--- src/rtl/sosmc_pkg.sv ---
// Shared types, constants and codes for the sorted offset set.
package sosmc_pkg;
   localparam int CAPACITY     = 1024;
   localparam int OFFSET_WIDTH = 32;
   localparam int ADDR_WIDTH   = $clog2(CAPACITY);
   localparam int COUNT_WIDTH  = $clog2(CAPACITY + 1);

   localparam logic [2:0] OP_INSERT = 3'd0;
   localparam logic [2:0] OP_REWIND = 3'd1;
   localparam logic [2:0] OP_FIND   = 3'd2;
   localparam logic [2:0] OP_RESET  = 3'd3;
   localparam logic [2:0] OP_ABORT  = 3'd4;

   localparam logic [1:0] ST_OK      = 2'd0;
   localparam logic [1:0] ST_DUP     = 2'd1;
   localparam logic [1:0] ST_DUP_ERR = 2'd2;
   localparam logic [1:0] ST_FULL    = 2'd3;

   localparam logic [1:0] CSR_FORBID_DUP = 2'd0;

   typedef struct packed {
      logic [2:0]  op;
      logic [31:0] offset;
   } req_type;

   typedef struct packed {
      logic        found;
      logic [1:0]  status;
      logic [10:0] stored_count;
      logic        count_valid;
      logic [10:0] skipped;
      logic        dup_error;
   } rsp_type;

   // commands from controller to datapath
   typedef struct packed {
      logic load;        // latch request, reset scan, shift and skip
      logic rd_scan;     // issue read at scan index
      logic rd_cursor;   // issue read at cursor
      logic scan_step;   // advance scan index
      logic shift_step;  // move one entry up
      logic write_new;   // write new offset at scan index
      logic cur_step;    // advance cursor, count skip
      logic cur_match;   // advance cursor, no skip
      logic set_status;
      logic [1:0] status;
      logic set_found;
      logic op_rewind;
      logic op_reset;
      logic op_abort;
      logic emit;
   } cmd_type;

   typedef struct packed {
      logic [2:0] op;
      logic scan_end;    // scan index reached count
      logic rd_lt;       // read data below offset
      logic rd_eq;
      logic cur_end;
      logic full;
      logic shift_done;
      logic all_found;
      logic forbid;
   } sts_type;
endpackage

--- src/rtl/sosmc_controller.sv ---
// Controller: sequences insert scans, shifts, find walks and rewind, reset and abort.
module sosmc_controller (
   input  logic               clock,
   input  logic               reset,
   input  logic               req_valid,
   output logic               req_ready,
   output logic               rsp_valid,
   input  logic               rsp_ready,
   input  sosmc_pkg::sts_type sts,
   output sosmc_pkg::cmd_type cmd
);
   import sosmc_pkg::*;

   typedef enum logic [8:0] {
      S_IDLE  = 9'b0_0000_0001,
      S_DISP  = 9'b0_0000_0010,
      S_SCAN  = 9'b0_0000_0100,
      S_SHIFT = 9'b0_0000_1000,
      S_FIND  = 9'b0_0001_0000,
      S_WALK  = 9'b0_0010_0000,
      S_EMIT  = 9'b0_0100_0000,
      S_SETL  = 9'b0_1000_0000,
      S_SKIP  = 9'b1_0000_0000
   } state_type;

   state_type state_ff, state_in;
   logic      vld_ff, vld_in;

   assign req_ready = (state_ff == S_IDLE) && (!vld_ff || rsp_ready);
   assign rsp_valid = vld_ff;

   always_comb begin
      state_in = state_ff;
      vld_in   = vld_ff && !rsp_ready;
      cmd      = '0;
      case (state_ff)
         S_IDLE: if (req_valid && req_ready) begin
            cmd.load = 1'b1;
            state_in = S_DISP;
         end
         S_DISP: begin
            case (sts.op)
               OP_INSERT: begin
                  if (sts.scan_end) begin
                     if (sts.full) begin
                        cmd.set_status = 1'b1; cmd.status = ST_FULL; state_in = S_EMIT;
                     end else begin
                        cmd.write_new = 1'b1; state_in = S_SETL;
                     end
                  end else begin
                     cmd.rd_scan = 1'b1; state_in = S_SCAN;
                  end
               end
               OP_REWIND: begin cmd.op_rewind = 1'b1; state_in = S_SETL; end
               OP_FIND: begin
                  if (sts.all_found) begin
                     cmd.set_found = 1'b1; state_in = S_EMIT;
                  end else if (sts.cur_end) state_in = S_EMIT;
                  else begin
                     cmd.rd_cursor = 1'b1; state_in = S_FIND;
                  end
               end
               OP_RESET: begin cmd.op_reset = 1'b1; state_in = S_SETL; end
               OP_ABORT: begin cmd.op_abort = 1'b1; state_in = S_SETL; end
               default: state_in = S_EMIT;
            endcase
         end
         S_SCAN: begin
            if (sts.rd_lt) begin
               cmd.scan_step = 1'b1; state_in = S_DISP;
            end else if (sts.rd_eq) begin
               cmd.set_status = 1'b1;
               cmd.status = sts.forbid ? ST_DUP_ERR : ST_DUP;
               state_in = S_SETL;
            end else if (sts.full) begin
               cmd.set_status = 1'b1; cmd.status = ST_FULL; state_in = S_EMIT;
            end else begin
               cmd.shift_step = 1'b1; state_in = S_SHIFT;
            end
         end
         // each step writes slot shift from the last read, reads shift-2
         S_SHIFT: begin
            if (sts.shift_done) begin
               cmd.write_new = 1'b1; state_in = S_SETL;
            end else cmd.shift_step = 1'b1;
         end
         // only the entry at the cursor may match
         S_FIND: begin
            if (sts.rd_eq) begin
               cmd.cur_match = 1'b1; cmd.set_found = 1'b1; state_in = S_SETL;
            end else if (sts.rd_lt) begin
               cmd.cur_step = 1'b1; state_in = S_WALK;
            end else state_in = S_EMIT;
         end
         S_WALK: begin
            if (sts.cur_end) state_in = S_EMIT;
            else begin
               cmd.rd_cursor = 1'b1; state_in = S_SKIP;
            end
         end
         // skip entries below the offset, stop on the first that is not
         S_SKIP: begin
            if (sts.rd_lt) begin
               cmd.cur_step = 1'b1; state_in = S_WALK;
            end else state_in = S_EMIT;
         end
         S_SETL: state_in = S_EMIT;
         S_EMIT: begin
            cmd.emit = 1'b1; vld_in = 1'b1; state_in = S_IDLE;
         end
         default: state_in = S_IDLE;
      endcase
   end

   always_ff @(posedge clock) begin
      if (reset) begin
         state_ff <= S_IDLE; vld_ff <= 1'b0;
      end else begin
         state_ff <= state_in; vld_ff <= vld_in;
      end
   end
endmodule

--- config.mk ---
export PLATFORM = sky130hd
export DESIGN_NAME = sosmc_controller
export DESIGN_NICKNAME = d
export VERILOG_FILES = /design/src/rtl/sosmc_pkg.sv /design/src/rtl/sosmc_controller.sv
export SDC_FILE = /design/constraint.sdc
export NUM_CORES = 1
export LEC_CHECK = 0
export ABC_CLOCK_PERIOD_IN_PS = 2200
export BUFFER_PORTS_ARGS = -buffer_cell sky130_fd_sc_hd__buf_4
export CORE_UTILIZATION = 27
export DETAILED_ROUTE_END_ITERATION = 10
export HOLD_SLACK_MARGIN = 0.08
export PLACE_DENSITY = 0.51
export SETUP_SLACK_MARGIN = 0.1
export SLEW_MARGIN = 20
export SYNTH_ARGS = -nofsm -noshare
export SYNTH_HDL_FRONTEND = slang
export SYNTH_SLANG_ARGS = --single-unit
--- constraint.sdc ---
create_clock -name clock -period 2.2 [get_ports clock]
set_clock_uncertainty 0.2 [all_clocks]
set_input_delay 0.22 -clock clock [delete_from_list [all_inputs] [get_ports clock]]
set_output_delay 0.22 -clock clock [all_outputs]
set_load 0.03 [all_outputs]
== Word level (Yosys, flattened, before mapping) ==
Cells that the tools add are included.

* Multiplexer cells: 54
* Equality and inequality tests: 15
* Reduce and logical (&&, ||, !) cells: 9

{| class="wikitable"
|+ Operator list
! cell !! count
|-
| 9-bit one-hot mux with 8 select lines || 1
|-
| 9-bit two-way mux || 7
|-
| 1-bit two-way mux || 27
|-
| 9-bit one-hot mux with 3 select lines || 1
|-
| 7-bit two-way mux || 3
|-
| 3-bit two-way mux || 6
|-
| 8-bit two-way mux || 2
|-
| 1-bit one-hot mux with 2 select lines || 5
|-
| 9-bit by 1-bit equality test with 1-bit output, second input constant || 1
|-
| 9-bit by 2-bit equality test with 1-bit output, second input constant || 1
|-
| 9-bit by 3-bit equality test with 1-bit output, second input constant || 1
|-
| 9-bit by 4-bit equality test with 1-bit output, second input constant || 1
|-
| 9-bit by 5-bit equality test with 1-bit output, second input constant || 1
|-
| 9-bit by 6-bit equality test with 1-bit output, second input constant || 1
|-
| 9-bit by 7-bit equality test with 1-bit output, second input constant || 1
|-
| 9-bit by 8-bit equality test with 1-bit output, second input constant || 1
|-
| 9-bit equality test, second input constant || 1
|-
| 3-bit by 2-bit equality test with 1-bit output, second input constant || 2
|-
| 3-bit one-hot mux with 2 select lines || 1
|-
| 3-bit by 1-bit equality test with 1-bit output, second input constant || 1
|-
| 3-bit equality test, second input constant || 1
|-
| 1-bit logical AND || 3
|-
| 3-bit zero test || 1
|-
| 3-bit OR reduction || 1
|-
| other kinds (6) || 7
|}

* Output and inout port bits: 18
* Flip-flop bits (word level): 10
* Logic and storage cells: 80
* Input port bits: 15

== Depth between registers and ports, before layout ==
* Word-level depth: 6
* Gate-level depth with buffers: 6
* Mapped depth without buffers: 5

== Least setup slack after synthesis ==
No wires, ideal clock.

* Path type: reg-to-reg
* Start point: register state_ff[5]
* End point: register state_ff[2]
* Path slack: -0.265 ns
* Library setup time: 0.069 ns
* Buffers on the path: 1
* Period minus slack after synthesis: 2.465 ns
* Arrival: 2.196 ns
* Cell stages (with the launch flop): 6
* Cells stage by stage: dfxtp_1 buf_6 nor4_4 nand4_4 nor4_1 nor2b_1

* Word-level cells in the longest chain between the ends: 5
* Elaborated cells between the ends (all ways): 14
* Those cells by class: 10 x eq/ne; 1 x mux; 3 x reduce/logical

{| class="wikitable"
|+ Ends and longest elaborated chain
! item !! line !! source
|-
| start, declared || sosmc_controller.sv:26 || <nowiki>state_type state_ff, state_in;</nowiki>
|-
| start signal, assigned || sosmc_controller.sv:119 || <nowiki>state_ff <= state_in; vld_ff <= vld_in;</nowiki>
|-
| 9-bit by 1-bit equality test with 1-bit output || sosmc_controller.sv:29, sosmc_controller.sv:36 ||
|-
| 1-bit logical AND || sosmc_controller.sv:29 || <nowiki>assign req_ready = (state_ff == S_IDLE) && (!vld_ff || rsp_ready);</nowiki>
|-
| 1-bit logical AND || sosmc_controller.sv:37 || <nowiki>S_IDLE: if (req_valid && req_ready) begin</nowiki>
|-
| 2-bit by 1-bit inequality test with 1-bit output (no source line) || n/a ||
|-
| 2-bit AND reduction (no source line) || n/a ||
|}

Parallel ways exist; a longest one is shown, timed or not.
A chain may end at the register's enable or synchronous reset.

==> results.yml <==
place:
  io_buffers: 32
  dp.cells: 210
  dp_slack_ps: 57.2
  placed_area_sq_mm: 0.00137
  dp_hpwl_um: 2180
  gp_congestion: 0.766
worst_hold_path:
  hp-class: "in -> reg"
logic_synthesis:
  async_flop_share_pct: 0
  synth_area_sq_um: 891
  synth_top_cell_by_area: "dfxtp_1"
  synthTopCellsByCount: "nor2_1, dfxtp_1, a21oi_1, nand3_1, o21ai_0"
  avgSynthCellArea_sq_um: 7.24
  syn_inst: 123
  yosysMostFrequentCell: "nor2_1"
  synth.top_cell.area_share_pct: 22.5
  yosys_most_used_dff: "dfxtp_1"
  syn-num-nets: 138
  synth_area_leaders: "dfxtp_1, nor2_1, a21oi_1, nor3b_1, nand2b_1"
  ys_seq_area_share_pct: 22.5
  synth-edff-count: 0
  ys_ff_latch: 10
  synth_cell_types: 40
  ys.warnings.count: 0
global_route:
  antenna_found_initial: 0
  overflow: 0
  grt_pass1_wl_um: 4910
  grt_max_degree: 11
  grt_pass1_vias: 1050
  track_usage_pct: 18.2
critical_path:
  cp_top_family: "simple AND/OR/NAND/NOR gates"
  cp.arrival_ps: 1990
  worstPathMaxFanout: 3
  startpoint_type: "register"
  crit_buf_inv: 1
  slowest_stage: "or4_4"
  crit_type: "reg -> out"
  max_stage_delay_ps: 490
  crit_chain: "nor4_4 > nand4_4 > or4_4 > a21boi_2 > a21o_2 > buf_6"
  worst-endpoint-required_ps: 1780
  endpoint_kind: "primary output"
layout:
  fillers: 310
  fin_cells: 224
  final_cell_area_sq_mm: 0.00164
  multi_input_area_sq_um: 805
  regArea_sq_um: 205
  areaGrowthSynthToFinish_pct: 83.7
  drive_above_1_share_pct: 50.0
  diodes: 0
  fin_nets: 197
die:
  num_rows: 20
  die-area_sq_mm: 0.00353
  start_util_pct: 28.7
  die_x_um: 59.4
  coreArea_sq_mm: 0.00310
  die_y_um: 59.4
  io_pins: 33
sta:
  slew_headroom_pct: 77.4
  fmax_mhz: 416
  worstMarginPinSlew_ps: 338
  finalHoldViolCount: 0
  hold-worst-slack_ps: 89.7
  drv_slew: 0
  setup_ws_ps: -205
  rsz0062_at_grt: "true"
  period_share_pct: 109
  final.min_clock_period_ps: 2410
  setup_viol: 9
pwr:
  swShare_pct: 33.6
  irDropWorstVdd_uv: 164
  p_int_uw: 356
  power_switching_uw: 181
  clockPowerShare_pct: 24.8
  combPwrFrac_pct: 40.1
  p_total_uw: 537
  p_leak_nw: 0.673
  seq_power_share_pct: 35.1
  powerDensity_mw_per_mm2: 328
flow_run:
  maxCapViolCount: 0
clock_network:
  htree_levels: 1
  clockBufferDepth: 2
  cts_sinks: 10
  cts_tree: "yes"
  cts-root-buf: "clkbuf_4"
  clk_pin_slew_worst_paths_ps: 70
  numCtsBuffers: 3
  clkLatencyLatePin_ps: 270
routing:
  vias_per_cell: 5.06
  firstDrtPassIters: 4
  final_antenna_net_count: 0
  routedWlPerCell_um: 13.5
  vias: 1133
  wirelength_um: 3030
  drc_errors: 0
  drtIter0Drc: 32
status:
  failed_checks: "negative setup slack"
  status: "finished with violations"
## power groups by stage
stage / logic, mW / registers (mW) / clock network [mW]
final: 0.215 / 0.189 / 0.133
after global routing: 0.231 / 0.189 / 0.144
after CTS: 0.199 / 0.189 / 0.140
after detailed placement: 0.173 / 0.193 / 0
after global placement: 0.172 / 0.193 / 0
after floorplan: 0.0914 / 0.192 / 0
## cells in the final DEF (no fill, tap or decap), types with 2 or more instances in the layout
| cell | Yosys | layout |
|---|---|---|
| and4_1 | 3 | 2 |
| o22ai_1 | 3 | 2 |
| nand3_1 | 6 | 4 |
| a21oi_1 | 9 | 7 |
| xor2_1 | 2 | 2 |
| nor3_1 | 4 | 4 |
| nand2_1 | 5 | 4 |
| buf_4 | 0 | 43 |
| nand3b_1 | 2 | 2 |
| nor2_1 | 17 | 15 |
| nor4_4 | 1 | 3 |
| a21oi_4 | 0 | 2 |
| nor2b_1 | 5 | 5 |
| buf_6 | 1 | 14 |
| o21ai_0 | 6 | 6 |
| nor3b_1 | 5 | 4 |
| and2_4 | 0 | 3 |
| clkbuf_4 | 0 | 3 |
| inv_1 | 5 | 5 |
| dfxtp_1 | 10 | 8 |
| nand2b_1 | 5 | 5 |
| dlygate4sd3_1 | 0 | 5 |
| nor4_2 | 0 | 2 |
## worst paths after layout
| path | start | end | depth (start not counted) | slack (ps) |
|---|---|---|---|---|
| setup / recovery | state_ff[7] | cmd[5] | 6 | -210 |
| hold / removal | sts[8] | state_ff[4] | 4 | 90 |
| setup reg to reg | state_ff[1] | state_ff[7] | 9 | 250 |
| hold reg to reg | rsp_valid | rsp_valid | 2 | 380 |
## per-layer routing
layer | wire length, um | vias to the layer above | part of all wire (%) | global-route usage (%)
met5 | 0 | - | 0 | 0
met4 | 3 | 0 | 0.099 | 3.40
met3 | 93 | 2 | 3.1 | 3.93
met2 | 1600 | 18 | 53 | 30.8
met1 | 1330 | 549 | 44 | 23.8
li1 | - | 564 | - | -
## logic make-up after synthesis
logic type | Yosys count | synth area share [%]
buf+inv | 13 | 6.46
xor+xnor | 3 | 2.95
mux | 1 | 1.26
compound gates | 29 | 21.3
simple gates | 67 | 45.5
flops | 10 | 22.5
## cell type report
type	instances	area share, %
sequential	10	12.5
timing repair buffer	62	32.4
inverter	5	1.15
tap	44	3.36
multi-input combinational	100	49.2
clock buffer	3	1.38
## metrics by stage
step	util [%]	TNS [ps]
final	52.7	-1290
after global routing	52.7	-2040
after CTS	50.6	-1390
after detailed placement	44.1	0
after global placement	44.1	0
after floorplan	-	-62.2
## worst reg2reg max path, delay by kind of cell (launching register included)
family,cells,cell delay [ps]
and+or+nand+nor,2,360
AOI/OAI and AO/OA,3,500
buffers and inverters,4,500
DFF,1,320
## flip-flops by register name, summed over array words and instances, names as in the netlist
signal	cells
state_ff	9
rsp_valid	1
## what timing repair did
item / 4_1_cts / 5_1_grt
pin swaps: 7 / 5
buffers inserted: 5 / 3
endpoints found under the hold margin: 8 / 0
hold buffers: 5 / 0
endpoints found under the setup margin: 11 / 16
gates resized for setup: 24 / 13
Power figures use the tool's default switching activity.
